<file path="config.mk">
export PLATFORM = sky130hd
export DESIGN_NAME = ffca_ctrl
export DESIGN_NICKNAME = d
export VERILOG_FILES = /design/src/rtl/ffca_pkg.sv /design/src/rtl/ffca_ctrl.sv
export VERILOG_INCLUDE_DIRS = /design/src /design/src/rtl
export SDC_FILE = /design/constraint.sdc
export NUM_CORES = 1
export LEC_CHECK = 0
export BUFFER_PORTS_ARGS = -buffer_cell sky130_fd_sc_hd__buf_2
export CAP_MARGIN = 20
export CORE_MARGIN = 3
export CORE_UTILIZATION = 50
export CTS_CLUSTER_DIAMETER = 200
export CTS_CLUSTER_SIZE = 20
export DETAILED_ROUTE_END_ITERATION = 8
export PLACE_DENSITY = 0.75
export SLEW_MARGIN = 20
export SYNTH_ARGS = -nofsm -noshare
export SYNTH_HDL_FRONTEND = slang
export SYNTH_SLANG_ARGS = --single-unit
</file>
<file path="constraint.sdc">
create_clock -name clk -period 1.76 [get_ports clk]
set_input_delay 0.176 -clock clk [delete_from_list [all_inputs] [get_ports clk]]
set_output_delay 0.176 -clock clk [all_outputs]
set_load 0.01 [all_outputs]
</file>
<file path="src/rtl/first_fit_chunk_allocator_macros.svh">
// Assertion macros shared by the allocator modules.
`ifndef FIRST_FIT_CHUNK_ALLOCATOR_MACROS_SVH
`define FIRST_FIT_CHUNK_ALLOCATOR_MACROS_SVH

// The consequent must hold in the same cycle as the antecedent.
`define FFCA_ASSERT_SAME(label, ante, cons, msg) \
	label: assert property (@(posedge clk) disable iff (!arst_n) (ante) |-> (cons)) \
		else $error(msg);

// The consequent must hold in the cycle after the antecedent.
`define FFCA_ASSERT_NEXT(label, ante, cons, msg) \
	label: assert property (@(posedge clk) disable iff (!arst_n) (ante) |=> (cons)) \
		else $error(msg);

`endif

</file>
<file path="src/rtl/ffca_pkg.sv">
`timescale 1ns / 1ps
// ----------------------------------------------------------------------------
// ffca_pkg
// Constants, table entry layout and control types of the chunk allocator.
// ----------------------------------------------------------------------------
package ffca_pkg;

	localparam int HEAP_CHUNKS      = 1024;
	localparam int CHUNK_BYTES      = 32;
	localparam int FIRST_DATA_BYTES = 16;
	localparam int GROW_CHUNKS      = 64;
	localparam int TASK_BITS        = 8;

	localparam int IDX_W       = $clog2(HEAP_CHUNKS);
	localparam int LEN_W       = IDX_W + 1;
	localparam int BYTES_W     = 20;
	localparam int CHUNK_SHIFT = $clog2(CHUNK_BYTES);
	localparam int NEED_W      = BYTES_W + 2 - CHUNK_SHIFT;
	localparam int KIND_W      = 2;
	localparam int STATUS_W    = 2;

	// Request kinds.
	localparam logic [KIND_W-1:0] KIND_ALLOC     = 2'd0;
	localparam logic [KIND_W-1:0] KIND_FREE      = 2'd1;
	localparam logic [KIND_W-1:0] KIND_FREE_TASK = 2'd2;

	// Result status codes.
	localparam logic [STATUS_W-1:0] ST_OK        = 2'd0;
	localparam logic [STATUS_W-1:0] ST_NO_MEM    = 2'd1;
	localparam logic [STATUS_W-1:0] ST_BAD_FREE  = 2'd2;
	localparam logic [STATUS_W-1:0] ST_ZERO_SIZE = 2'd3;

	// One block descriptor, stored at the block's first chunk.
	typedef struct packed {
		logic [LEN_W-1:0]     len;
		logic                 used;
		logic [TASK_BITS-1:0] owner;
	} entry_t;

	localparam int ENTRY_W = $bits(entry_t);

	// Datapath operations issued by the controller.
	typedef enum logic [3:0] {
		OP_NONE,
		OP_LOAD,
		OP_PTR_ZERO,
		OP_STEP,
		OP_GROW,
		OP_GROW_MRG,
		OP_MRG_FIRST,
		OP_MRG_EVAL,
		OP_TAKE_REST,
		OP_TAKE,
		OP_FREE_ONE,
		OP_TASK_EVAL,
		OP_SET_STATUS,
		OP_PUBLISH
	} dp_op_t;

	typedef struct packed {
		dp_op_t              op;
		logic [STATUS_W-1:0] status;
	} dp_cmd_t;

	typedef struct packed {
		logic [KIND_W-1:0] kind;
		logic              zero_bytes;
		logic              heap_empty;
		logic              idx_ok;
		logic              grow_ok;
		logic              lt_end;
		logic              fit_ok;
		logic              split;
		logic              at_eq_idx;
		logic              at_gt_idx;
		logic              used;
		logic              out_free;
	} dp_stat_t;

endpackage

</file>
<file path="src/rtl/ffca_ctrl.sv">
`timescale 1ns / 1ps
// ----------------------------------------------------------------------------
// ffca_ctrl
// Controller: sequences the walk, split, growth and merge passes of a request.
// ----------------------------------------------------------------------------
`include "first_fit_chunk_allocator_macros.svh"

module ffca_ctrl import ffca_pkg::*; (
	input  logic     clk,
	input  logic     arst_n,
	input  logic     s_tvalid,
	output logic     s_tready,
	input  dp_stat_t stat,
	output dp_cmd_t  cmd
);

	typedef enum logic [16:0] {
		S_IDLE     = 17'b00000000000000001,
		S_DISPATCH = 17'b00000000000000010,
		S_GROW0    = 17'b00000000000000100,
		S_FIT_RD   = 17'b00000000000001000,
		S_FIT_EV   = 17'b00000000000010000,
		S_SPLIT    = 17'b00000000000100000,
		S_TAKE     = 17'b00000000001000000,
		S_GROW     = 17'b00000000010000000,
		S_MRG_RD0  = 17'b00000000100000000,
		S_MRG_EV0  = 17'b00000001000000000,
		S_MRG_RD   = 17'b00000010000000000,
		S_MRG_EV   = 17'b00000100000000000,
		S_FREE_RD  = 17'b00001000000000000,
		S_FREE_EV  = 17'b00010000000000000,
		S_TASK_RD  = 17'b00100000000000000,
		S_TASK_EV  = 17'b01000000000000000,
		S_DONE     = 17'b10000000000000000
	} state_t;

	state_t state_q, state_d;
	logic   alloc;

	assign alloc    = (stat.kind == KIND_ALLOC);
	assign s_tready = (state_q == S_IDLE);

	// Next state and datapath command.
	always_comb begin
		state_d    = state_q;
		cmd.op     = OP_NONE;
		cmd.status = ST_OK;
		unique case (state_q)
			S_IDLE: begin
				if (s_tvalid) begin
					cmd.op  = OP_LOAD;
					state_d = S_DISPATCH;
				end
			end
			S_DISPATCH: begin
				state_d = S_DONE;
				if (alloc) begin
					if (stat.zero_bytes) begin
						cmd.op     = OP_SET_STATUS;
						cmd.status = ST_ZERO_SIZE;
					end else if (stat.heap_empty) begin
						state_d = S_GROW0;
					end else begin
						state_d = S_FIT_RD;
					end
				end else if (stat.kind == KIND_FREE) begin
					if (stat.idx_ok) begin
						state_d = S_FREE_RD;
					end else begin
						cmd.op     = OP_SET_STATUS;
						cmd.status = ST_BAD_FREE;
					end
				end else if (stat.kind == KIND_FREE_TASK) begin
					state_d = S_TASK_RD;
				end
			end
			S_GROW0: begin
				if (stat.grow_ok) begin
					cmd.op  = OP_GROW;
					state_d = S_FIT_RD;
				end else begin
					cmd.op     = OP_SET_STATUS;
					cmd.status = ST_NO_MEM;
					state_d    = S_DONE;
				end
			end
			S_FIT_RD: begin
				state_d = stat.lt_end ? S_FIT_EV : S_GROW;
			end
			S_FIT_EV: begin
				if (stat.fit_ok) begin
					state_d = stat.split ? S_SPLIT : S_TAKE;
				end else begin
					cmd.op  = OP_STEP;
					state_d = S_FIT_RD;
				end
			end
			S_SPLIT: begin
				cmd.op  = OP_TAKE_REST;
				state_d = S_TAKE;
			end
			S_TAKE: begin
				cmd.op  = OP_TAKE;
				state_d = S_DONE;
			end
			S_GROW: begin
				if (stat.grow_ok) begin
					cmd.op  = OP_GROW_MRG;
					state_d = S_MRG_RD0;
				end else begin
					cmd.op     = OP_SET_STATUS;
					cmd.status = ST_NO_MEM;
					state_d    = S_DONE;
				end
			end
			S_MRG_RD0: begin
				state_d = stat.lt_end ? S_MRG_EV0 : S_DONE;
			end
			S_MRG_EV0: begin
				cmd.op  = OP_MRG_FIRST;
				state_d = S_MRG_RD;
			end
			S_MRG_RD: begin
				if (stat.lt_end) begin
					state_d = S_MRG_EV;
				end else if (alloc) begin
					cmd.op  = OP_PTR_ZERO;
					state_d = S_FIT_RD;
				end else begin
					state_d = S_DONE;
				end
			end
			S_MRG_EV: begin
				cmd.op  = OP_MRG_EVAL;
				state_d = S_MRG_RD;
			end
			S_FREE_RD: begin
				if (stat.lt_end) begin
					state_d = S_FREE_EV;
				end else begin
					cmd.op     = OP_SET_STATUS;
					cmd.status = ST_BAD_FREE;
					state_d    = S_DONE;
				end
			end
			S_FREE_EV: begin
				if (stat.at_eq_idx && stat.used) begin
					cmd.op  = OP_FREE_ONE;
					state_d = S_MRG_RD0;
				end else if (stat.at_eq_idx || stat.at_gt_idx) begin
					cmd.op     = OP_SET_STATUS;
					cmd.status = ST_BAD_FREE;
					state_d    = S_DONE;
				end else begin
					cmd.op  = OP_STEP;
					state_d = S_FREE_RD;
				end
			end
			S_TASK_RD: begin
				if (stat.lt_end) begin
					state_d = S_TASK_EV;
				end else begin
					cmd.op  = OP_PTR_ZERO;
					state_d = S_MRG_RD0;
				end
			end
			S_TASK_EV: begin
				cmd.op  = OP_TASK_EVAL;
				state_d = S_TASK_RD;
			end
			S_DONE: begin
				if (stat.out_free) begin
					cmd.op  = OP_PUBLISH;
					state_d = S_IDLE;
				end
			end
			default: begin
				state_d = S_IDLE;
			end
		endcase
	end

	// State register.
	always_ff @(posedge clk or negedge arst_n) begin
		if (!arst_n) begin
			state_q <= S_IDLE;
		end else begin
			state_q <= state_d;
		end
	end

	`FFCA_ASSERT_NEXT(a_accept_dispatch, s_tvalid && s_tready, state_q == S_DISPATCH, "accepted item not dispatched")
	`FFCA_ASSERT_NEXT(a_publish_idle, cmd.op == OP_PUBLISH, state_q == S_IDLE, "publish did not return to idle")

endmodule

</file>
======== Yosys cells after proc, flatten, opt, wreduce, memory -nomap -nowiden ========
Cells that the tools add are included.
storage, ports and cells
  flip-flop bits (word level) ............. 17
  input bits .............................. 16
  output and inout port bits .............. 7
  logic and storage cells ................. 69
operators by class
  equality and inequality tests ........... 21
  multiplexer cells ....................... 41
  reductions and logical operators ........ 6
operators by type and width
  kind                                                                     count
  17-bit one-hot mux with 16 select lines                                  1
  17-bit 2-to-1 mux                                                        15
  4-bit one-hot mux with 15 select lines                                   1
  6-bit 2-to-1 mux                                                         5
  4-bit 2-to-1 mux                                                         6
  17-bit by 1-bit equality test with 1-bit output, second input constant   1
  17-bit by 10-bit equality test with 1-bit output, second input constant  1
  17-bit by 11-bit equality test with 1-bit output, second input constant  1
  17-bit by 12-bit equality test with 1-bit output, second input constant  1
  17-bit by 13-bit equality test with 1-bit output, second input constant  1
  17-bit by 14-bit equality test with 1-bit output, second input constant  1
  17-bit by 15-bit equality test with 1-bit output, second input constant  1
  17-bit by 16-bit equality test with 1-bit output, second input constant  1
  17-bit equality test, second input constant                              1
  17-bit by 2-bit equality test with 1-bit output, second input constant   1
  17-bit by 3-bit equality test with 1-bit output, second input constant   1
  17-bit by 4-bit equality test with 1-bit output, second input constant   1
  17-bit by 5-bit equality test with 1-bit output, second input constant   1
  17-bit by 6-bit equality test with 1-bit output, second input constant   1
  17-bit by 7-bit equality test with 1-bit output, second input constant   1
  17-bit by 8-bit equality test with 1-bit output, second input constant   1
  17-bit by 9-bit equality test with 1-bit output, second input constant   1
  16-bit 2-to-1 mux                                                        1
  7-bit 2-to-1 mux                                                         2
  12 further kinds                                                         20

======== Logic depth before layout (Yosys ltp) ========
Gate-level depths: netlist of the first run.
  word-level depth ........................ 5
  mapped depth ............................ 7
  gate-level depth less buffers ........... 5

======== Worst setup path after synthesis of the first run ========
OpenSTA, ideal clock, no wires.
  path type ............................... reg-to-output
  start point ............................. register state_q[4]
  end point ............................... output cmd[2] (netlist bit)
  data arrival time ....................... 1717 ps
  data required time ...................... 1584 ps
  slack ................................... -133 ps
  cell stages (with the launch flop) ...... 8
  buffers on the path ..................... 2
  cells stage by stage .................... dfrtp_1 -> buf_2 -> nor4_4 -> and4_1 -> buf_4 -> and3_1 -> and2_1 -> nand4bb_1
RTL lines
  element                 RTL line          RTL
  from (decl)             ffca_ctrl.sv:37   state_t state_q, state_d;
  from (signal assigned)  ffca_ctrl.sv:188  state_q <= state_d;
  to (decl)               ffca_ctrl.sv:14   output dp_cmd_t cmd

==> metrics.yaml, run 1 <==
status: "finished, violations left"
violations: "setup timing"
synth_top_family_by_area: "simple AND/OR/NAND/NOR gates"
synth_mux_area_share_pct: 2.31
grt_pass1_vias: 1590
first_pass_iters: 5
root_buffer: "clkbuf_4"
tightest_slew_ns: 0.629
cp-end-kind: "primary output"
clkTransAtPathRegs_ns: 0.12
drive_gt1_share_pct: 55.7
crit_arrival_ns: 2.40
path_class: "flop to primary output"
synth-seq-cells: 17
detailed_place_hpwl_mm: 3.13
routabilityCongestion: 0.895
place_ws_ns: -0.282
p_clk_share_pct: 11.8
wl_per_cell_um: 25.5
fmax_ghz: 0.388
cts_buffers: 3
antenna_found_initial: 0
drc: 0
chipHeight_um: 57.0
synth-edff-count: 0
slowest_stage: "nor4_4"
initial_core_util_pct: 55.5
synth_top_area_cell: "dfrtp_1"
ys.flop_type: "dfrtp_1"
syn_nets: 168
p_int_mw: 1.18
gr-total-overflow: 0
num_vias: 1845
rows: 17
core_area_um2: 2340
boundaryPins: 23
layout_min_cycle_time_ns: 2.58
peakVddDrop_mv: 0.888
drt-total-wl_mm: 6.58
ys_types: 46
cts_tree: "done"
syn_avg_cell_area_um2: 8.54
grt_first_pass_wirelength_mm: 7.51
critPathRequiredTime_ns: 1.58
post_synth_xor_area_fraction_pct: 3.37
p_leak_nw: 1.01
syn_area_um2: 1300
switching_power_mw: 0.819
cts.sinks: 17
placed_cell_area_um2: 1760
synthCells: 152
largest_register: "state_q"
crit_chain: "nor4_4 -> buf_4 -> nand4_1 -> o21bai_4 -> nand4b_1 -> buf_2"
synth_top_area_share_pct: 30.8
async_reset_ff_share_pct: 100
hold_path_class: "primary input to flop"
grt_setup_unrepaired: "true"
cts_max_level: 1
setup_violations: 20
viasPerCell: 7.15
die-area_um2: 3250
num_antenna_cells: 0
crit_fanout: 6
final_nets: 247
synth_warnings: 0
track_usage_pct: 29.9
critPathMaxStageDelay_ns: 0.47
port_buffers: 22
hold_viol_final: 0
critPathLaunchType: "flop"
reg.largest.list: "state_q x17"
maxCapViolations: 0
die_x_um: 57.0
synth-simple-area-share_pct: 46.1
period_share_pct: 147
area_growth_pct: 72.2
synth-adder-area-share_pct: 0
clock_path_buffers: 2
fin_skew_ns: 0.00348
grt_max_degree: 18
p_seq_share_pct: 23.6
ys_seq_area_share_pct: 32.9
stdcell_area_um2: 2240
swShare_pct: 40.9
power_density_nw_per_um2: 895
ant_nets: 0
synth_compound_area_share_pct: 10.9
clock_latency_ns: 0.32
ys_top_cells_by_area: "dfrtp_1 (31%), nor2_1 (6.9%), nor4_4 (4.9%)"
slew_violations: 0
power.total_mw: 2.00
comb_power_share_pct: 64.5
relSlewSlack_pct: 57.5
setup_ws_ns: -0.820
largest_reg_flops: 17
drt-initial-drc-count: 173
==> cell usage after synthesis, drive strengths merged, types with 2 or more instances <==
| cell | instances |
|---|---|
| nor2 | 24 |
| mux2i | 3 |
| or2 | 2 |
| o311ai | 2 |
| buf | 6 |
| o21ai | 4 |
| nand2b | 3 |
| dfrtp | 16 |
| nor3b | 5 |
| or4b | 3 |
| nand4b | 2 |
| inv | 5 |
| o31ai | 2 |
| o21bai | 2 |
| xnor2 | 5 |
| nor4 | 6 |
| nand2 | 13 |
| a21oi | 3 |
| nand4 | 6 |
| and3 | 3 |
| nor4b | 2 |
| nor3 | 8 |
| or3 | 5 |
| nand3 | 3 |
| or4 | 4 |
| nor2b | 3 |
==> critical path, delay by kind of cell (launching register included) <==
kind	cells	cell delay, ns
simple gates	3	0.93
compound gates	1	0.34
buf+inv	2	0.35
flops	1	0.46
==> timing repair <==
| item | in CTS | in global routing |
|---|---|---|
| hold buffers | 1 | 0 |
| gates resized for setup | 40 | 28 |
| pin swaps | 16 | 18 |
| gates cloned | 0 | 0 |
| endpoints found under the hold margin | 16 | 0 |
| buffers inserted | 17 | 11 |
| setup endpoints to repair | 13 | 23 |
==> cell type report <==
cell class,count,area (um2)
Inverter,5,18.8
Clock inverter,1,5.00
Clock buffer,3,22.5
Tap cell,28,35.0
Multi-Input combinational cell,124,1110
Sequential cell,17,428
Timing Repair Buffer,80,616
Fill cell,58,104
==> cell usage in the layout (no fill, tap or decap), types with 2 or more instances in the layout <==
cell type   n
nand2b_1    2
nand2_1    13
nor2b_1     3
or3_1       3
clkbuf_4    3
nor3b_1     4
nand4b_1    2
nor2_1     18
nor3_2      2
nor2_2      3
nand4_1     6
or3_4       2
buf_2      19
or4_1       2
and3_1      2
or4_4       2
a21oi_1     3
nor3_4      3
mux2i_1     3
nand3_4     2
nor3_1      3
o21bai_4    2
o21ai_0     2
nor2_4      3
nor4_4      5
xnor2_1     5
or4b_4      2
dfrtp_1    15
buf_6      16
buf_4      44
inv_1       5
==> power groups by stage <==
stage          clock network (mW)  registers (mW)  logic (mW)
2_1_floorplan                   0           0.469       0.434
3_3_place_gp                    0           0.470       0.777
3_5_place_dp                    0           0.474       0.799
4_1_cts                     0.225           0.467        1.03
5_1_grt                     0.242           0.475        1.34
6_report                    0.237           0.473        1.29
==> cells by family (layout without fill, tap and decap cells) <==
| kind of cell | Yosys count | in the layout |
|---|---|---|
| compound gates | 20 | 20 |
| xor+xnor | 5 | 5 |
| buf+inv | 11 | 89 |
| flops | 17 | 17 |
| mux | 3 | 3 |
| simple gates | 96 | 96 |
==> metal layers <==
layer / share of wire [%] / routed length (um) / track usage [%] / vias up
met5: 0 / 0 / 0 / -
met4: 8.5 / 559 / 11.6 / 0
met3: 11 / 725 / 8.82 / 60
met2: 45 / 2950 / 47.6 / 190
met1: 36 / 2340 / 38.2 / 870
li1: - / - / - / 725
==> metrics by stage <==
stage	setup TNS [ns]	util, %	hold slack, ns	std cells
2_1_floorplan	-0.0948	-	-0.120	152
3_3_place_gp	-1.79	75.1	0.125	236
3_5_place_dp	-2.13	75.1	0.120	236
4_1_cts	-4.06	88.9	0.0669	254
5_1_grt	-7.69	95.6	0.102	258
6_report	-7.48	95.6	0.0959	258
==> worst paths after layout <==
check,slack [ns],startpoint,depth (start not counted),to
max,-0.82,state_q[6],6,cmd[4]
min,0.1,stat[10],2,state_q[2]
max reg2reg,-0.53,state_q[6],5,state_q[12]
min reg2reg,0.71,state_q[15],2,state_q[15]
max in group asynchronous,1.11,arst_n,2,state_q[0]
min in group asynchronous,0.32,arst_n,2,state_q[2]
No activity file was read; power rests on OpenSTA's default activity.
==> run 2, diff against run 1 <==
ABC_AREA = 1   (was default)
CORE_UTILIZATION = 49   (was 50)
RECOVER_POWER = 25   (was default)
==> run 2 against run 1 <==
The flow still finishes with violations (setup timing). Register-to-register slack better by 0.63 ns. Hold slack lost 0.034 ns. Largest cell class unchanged. Non-clock buffer count is 38 lower. Via count shrank 22%. Cell count rose by 1.2%. Sequential power down 3%.
==> metrics.yaml, run 2 <==
status: "finished, violations left"
violations: "setup timing"
ys_top_cells_by_area: "dfrtp_1 (33%), nor2_1 (14%), nand2_1 (11%)"
root_buffer: "clkbuf_4"
multi_input_area_um2: 767  # -31%
syn_nets: 202  # +20%
layout_min_cycle_time_ns: 2.09  # -0.494 ns
gr-total-overflow: 0  # unchanged
boundaryPins: 23  # unchanged
drc: 0  # unchanged
slew_violations: 0  # unchanged
cp_top_family: "simple AND/OR/NAND/NOR gates"
final.setup.tns_ns: -1.48  # +6.00 ns
mostFrequentLayoutCells: "nor2_1 (32), inv_1 (28), nand2_1 (28), buf_2 (20), buf_4 (19)"
synth-edff-count: 0  # unchanged
critPathLaunchType: "flop"
synth_top_area_cell: "dfrtp_1"
p_leak_nw: 0.958  # -5.6%
seqCellArea_um2: 427  # -0.29%
synth_warnings: 0  # unchanged
clkTransAtPathRegs_ns: 0.09  # -0.03 ns
chipHeight_um: 55.6  # -2.4%
drt-initial-drc-count: 75  # -57%
final_common_cell: "nor2_1"
maxCapViolations: 0  # unchanged
grt_pass1_vias: 1316  # -17%
clock_latency_ns: 0.30  # -0.02 ns
antenna_found_initial: 0  # unchanged
wl_per_cell_um: 13.6  # -47%
initial_core_util_pct: 53.0  # -2.5 points
cp_common_cell: "nand2_2"
core_area_um2: 2280  # -2.7%
final_nets: 250  # +1.2%
fmax_ghz: 0.479  # +24%
drt-total-wl_mm: 3.56  # -46%
period_share_pct: 119  # -28 points
setup_violations: 7  # -65%
num_antenna_cells: 0  # unchanged
syn_avg_cell_area_um2: 6.48  # -24%
viasPerCell: 5.51  # -23%
die-area_um2: 3090  # -4.7%
ys.flop_type: "dfrtp_1"
crit_fanout: 5  # -1
port_buffers: 22  # unchanged
peakVddDrop_mv: 0.555  # -38%
cts_buffers: 3  # unchanged
yosysMostFrequentCell: "nor2_1"
path_class: "flop to primary output"
track_usage_pct: 22.3  # -7.6 points
fill_cells: 170  # +190%
synthCells: 186  # +22%
setup_ws_ns: -0.326  # +0.494 ns
die_x_um: 55.6  # -2.4%
fin_skew_ns: 0.0107  # +0.00720 ns
detailed_place_hpwl_mm: 2.45  # -21%
cts_max_level: 1  # unchanged
power_density_nw_per_um2: 770  # -14%
syn_area_um2: 1210  # -7.1%
relSlewSlack_pct: 36.9  # -21 points
grt_max_degree: 18  # unchanged
ant_nets: 0  # unchanged
grt_first_pass_wirelength_mm: 5.58  # -26%
cp-end-kind: "primary output"
crit_chain: "nor2_2 -> nand2_2 -> nor2_1 -> and2_4 -> nand2_2 -> nand2_1 -> nor3_2 -> nand4_1 -> buf_2"
synth_top_area_share_pct: 33.2  # +2.4 points
largest_register: "state_q"
cp.buffers_inverters: 1  # -1
largest_reg_flops: 17  # unchanged
routabilityCongestion: 0.940  # +5.0%
hold_path_class: "primary input to flop"
hold_viol_final: 0  # unchanged
crit_arrival_ns: 1.91  # -0.49 ns
rows: 17  # unchanged
synth-seq-cells: 17  # unchanged
worst_hold_slack_ns: 0.0621  # -0.0338 ns
async_reset_ff_share_pct: 100  # unchanged
reg.largest.list: "state_q x17"
cts.sinks: 17  # unchanged
drive_gt1_share_pct: 38.2  # -17 points
critPathRequiredTime_ns: 1.58  # about the same
ys_seq_area_share_pct: 35.4  # +2.5 points
cts_tree: "done"
num_vias: 1439  # -22%
clock_path_buffers: 2  # unchanged
area_growth_pct: 36.6
ys_types: 27  # -41%
slowest_stage: "dfstp_2"
tightest_slew_ns: 0.947  # +0.318 ns
grt_setup_unrepaired: "true"
first_pass_iters: 4  # -1
critPathMaxStageDelay_ns: 0.56  # +0.09 ns
ys_top_cells_by_count: "nor2_1 (45), nand2_1 (35), inv_1 (31)"
==> run 2: stage by stage <==
step	worst slack [ns]	util (%)	cell area [um2]	power, mW	std cells
floorplan	0.240	-	1210	0.794	186
global placement	0.0310	61.0	1390	0.929	241
detailed placement	-0.0157	61.0	1390	0.942	241
CTS	-0.224	69.0	1570	1.22	257
global route	-0.442	72.4	1650	1.36	261
finish	-0.326	72.4	1650	1.27	261
==> run 2: worst register-to-register path, cell delays in order (launching register included) <==
cell	delay, ns
dfrtp_1	0.41
nor2_2	0.17
nand2_2	0.10
nor2_4	0.18
and2_4	0.22
nand2_2	0.06
inv_2	0.08
nand2_4	0.06
o31ai_4	0.05
inv_2	0.07
buf_4	0.13
o211ai_2	0.05
==> run 2: layout make-up <==
type / count / area share (%)
inverters: 33 / 7.52
well taps: 28 / 2.13
multi-input cells: 137 / 46.5
clock inverters: 1 / 0.304
clock buffers: 3 / 1.37
flip-flops and latches: 17 / 25.9
repair buffers: 42 / 16.2
==> run 2: final timing paths <==
kind / from / to / slack (ns) / cells after the start
max in group asynchronous: arst_n / state_q[3] / 0.65 / 2
min in group asynchronous: arst_n / state_q[1] / 0.53 / 2
min: stat[10] / state_q[2] / 0.06 / 2
min reg2reg: state_q[4] / state_q[6] / 0.67 / 3
max reg2reg: state_q[8] / state_q[3] / 0.10 / 11
max: state_q[0] / cmd[2] / -0.33 / 9
==> run 2: repair_timing <==
item | 4_1_cts | 5_1_grt
gates cloned | 1 | 0
endpoints found under the setup margin | 6 | 8
buffers inserted | 10 | 4
hold buffers | 1 | 0
gates resized for setup | 21 | 12
pin swaps | 10 | 11
endpoints found under the hold margin | 16 | 0
==> run 2: per-layer routing <==
| metal | track usage [%] | vias up | share of wire [%] |
|---|---|---|---|
| li1 | - | 682 | - |
| met1 | 29.1 | 661 | 41 |
| met2 | 36.8 | 83 | 48 |
| met3 | 3.02 | 13 | 8.0 |
| met4 | 9.38 | 0 | 2.9 |
| met5 | 0 | - | 0 |
==> run 2: cells by family after synthesis <==
group	count (synthesis)	share of synthesized area, %
buf+inv	33	10.3
compound gates	14	7.99
simple gates	122	46.4
flops	17	35.4
==> run 2: report_power, final <==
part / total (mW) / internal, mW / switching [mW]
Combinational: 0.597 / 0.220 / 0.377
Clock: 0.214 / 0.0848 / 0.129
Sequential: 0.457 / 0.430 / 0.0270
Total: 1.27 / 0.735 / 0.533
==> run 3, diff against run 2 <==
--- a/config.mk
+++ b/config.mk
@@ -11,3 +11,3 @@
 export CAP_MARGIN = 20
-export CORE_MARGIN = 3
+export CORE_MARGIN = 5
 export CORE_UTILIZATION = 49
==> constraint.sdc (replaced) <==
create_clock -name clk -period 1.76 [get_ports clk]
set_input_delay 0.44 -clock clk [delete_from_list [all_inputs] [get_ports clk]]
set_output_delay 0.44 -clock clk [all_outputs]
set_load 0.01 [all_outputs]
==> run 3 against run 2 <==
The flow still finishes with violations (setup timing). Cell area up 10%. Sequential power about the same. Clock-buffer cell count is the same. Clock skew decreased by 0.0095 ns. Worst setup slack lost 0.34 ns. Sequential share of layout area fell by 2.4 points. Core utilization is 2.9 points higher. Die area increased by 15%.
==> metrics.yaml, run 3 (synthesis results as in run 2) <==
status: "finished, violations left"
violations: "setup timing"
comb_power_share_pct: 53.3  # +6.2 points
relSlewSlack_pct: 34.5  # -2.4 points
wl_per_cell_um: 16.0  # +18%
final_nets: 273  # +9.2%
layout_min_cycle_time_ns: 2.43  # +0.340 ns
boundaryPins: 23  # unchanged
final_common_cell: "buf_4"
detailed_place_hpwl_mm: 2.83  # +15%
switching_power_mw: 0.594  # +11%
power_density_nw_per_um2: 815  # +5.9%
maxCapViolations: 0  # unchanged
root_buffer: "clkbuf_4"
initial_core_util_pct: 50.1  # -2.9 points
clock_latency_ns: 0.31  # about the same
num_antenna_cells: 0  # unchanged
viasPerCell: 5.56  # +0.83%
hold_path_class: "primary input to asynchronous set/reset pin"
routabilityCongestion: 1.01  # +7.7%
period_share_pct: 138  # +19 points
fin_skew_ns: 0.00122  # -0.00945 ns
critPathRequiredTime_ns: 1.32  # -0.26 ns
drc: 0  # unchanged
p_leak_nw: 1.08  # +13%
p_clk_share_pct: 16.0  # -0.9 points
p_seq_share_pct: 30.7  # -5.3 points
largest_register: "state_q"
ant_nets: 0  # unchanged
ctsHoldBuffers: 0  # -1
worst_hold_slack_ns: 0.245  # +0.183 ns
largest_reg_flops: 17  # unchanged
setup_violations: 9  # +2
hold_viol_final: 0  # unchanged
slew_violations: 0  # unchanged
cts_tree: "done"
drt-total-wl_mm: 4.58  # +29%
grt_setup_unrepaired: "true"
rows: 18  # +1
crit_arrival_ns: 1.99  # +0.08 ns
swShare_pct: 40.1  # -1.9 points
critPathLaunchType: "flop"
cp-end-kind: "primary output"
utilization_pct: 75.3  # +2.9 points
cts_buffers: 3  # unchanged
grt_first_pass_wirelength_mm: 6.48  # +16%
path_class: "flop to primary output"
num_vias: 1590  # +10%
core_area_um2: 2410  # +5.9%
setup_ws_ns: -0.666  # -0.340 ns
area_growth_pct: 50.4
grt_max_degree: 18  # unchanged
die_x_um: 59.6  # +7.2%
track_usage_pct: 24.5  # +2.2 points
p_int_mw: 0.885  # +20%
tightest_slew_ns: 0.983  # +0.0356 ns
clkTransAtPathRegs_ns: 0.11  # +0.02 ns
cts.sinks: 17  # unchanged
fmax_ghz: 0.412  # -14%
die-area_um2: 3550  # +15%
grt_pass1_vias: 1483  # +13%
gr-total-overflow: 0  # unchanged
r2r-start: "state_q[15]"
reg.largest.list: "state_q x17"
first_pass_iters: 4  # unchanged
cts_max_level: 1  # unchanged
crit_fanout: 7  # +2
clock_path_buffers: 2  # unchanged
crit_start: "state_q[15]"
drive_gt1_share_pct: 42.2  # +4.0 points
mostFrequentLayoutCells: "buf_4 (44), nor2_1 (35), nand2_1 (31), inv_1 (30), buf_2 (19)"
drt-initial-drc-count: 105  # +40%
chipHeight_um: 59.6  # +7.2%
port_buffers: 22  # unchanged
peakVddDrop_mv: 0.713  # +29%
antenna_found_initial: 0  # unchanged
-- run 3: cell types whose count changed in the layout (fill, tap and decap cells not counted), moves of 2 or more --
cell,delta
nor2_2,-5
a21oi_1,-2
buf_4,+25
nor2_1,+3
inv_2,-2
a21oi_2,+3
nand2_1,+3
nand2_2,-3
inv_1,+2
-- run 3: worst paths after layout --
path	endpoint	slack (ns)	depth (start not counted)
setup / recovery	cmd[3]	-0.67	11
hold / removal	state_q[3]	0.25	1
setup reg to reg	state_q[3]	-0.23	13
hold reg to reg	state_q[1]	0.67	3
max in group asynchronous	state_q[4]	0.92	1
min in group clk	state_q[6]	0.31	2
-- run 3: worst max-delay path, cell delays in order, from the launching register on --
cell and delay (ns):
dfrtp_1 0.44, nor2_4 0.17, nand2_2 0.11, nor2_4 0.21, and2_4 0.22, nand2_2 0.06, inv_2 0.08, nand2_4 0.06
o31ai_4 0.06, inv_2 0.07, nand3_2 0.08, buf_6 0.10
-- run 3: power by group through the flow --
stage / logic [mW] / clock network (mW) / registers [mW]
after floorplan: 0.352 / 0 / 0.458
after detailed placement: 0.594 / 0 / 0.459
after global placement: 0.577 / 0 / 0.456
after CTS: 0.673 / 0.226 / 0.452
final: 0.788 / 0.237 / 0.454
after global routing: 0.849 / 0.250 / 0.458
-- run 3: final cells by class --
class / count / area, um2
tap: 30 / 37.5
clock buffer: 3 / 22.5
multi-input combinational: 136 / 747
inverter: 33 / 124
fill: 182 / 596
clock inverter: 1 / 5.00
sequential: 17 / 427
timing repair buffer: 66 / 452
-- run 3: stage by stage --
stage          setup TNS, ns  power, mW  area [um2]  worst slack [ns]  cells
2_1_floorplan              0      0.810        1210            0.0138    186
3_3_place_gp          -0.790       1.03        1580            -0.195    267
3_5_place_dp           -1.00       1.05        1580            -0.232    267
4_1_cts                -3.26       1.35        1690            -0.533    277
5_1_grt                -5.15       1.56        1810            -0.749    286
6_report               -4.38       1.48        1810            -0.666    286
-- run 3: timing repair --
item	in CTS	in global routing
resized for setup	11	15
pin swaps	9	14
endpoints found under the hold margin	0	0
setup endpoints to repair	7	9
setup buffers	6	9
-- run 3: layer usage --
metal	vias to the layer above	GRT usage (%)	share of wire [%]
met3	26	4.36	7.8
met2	99	43.1	48
met5	-	0	0
li1	730	-	-
met4	0	6.65	3.6
met1	735	30.7	40
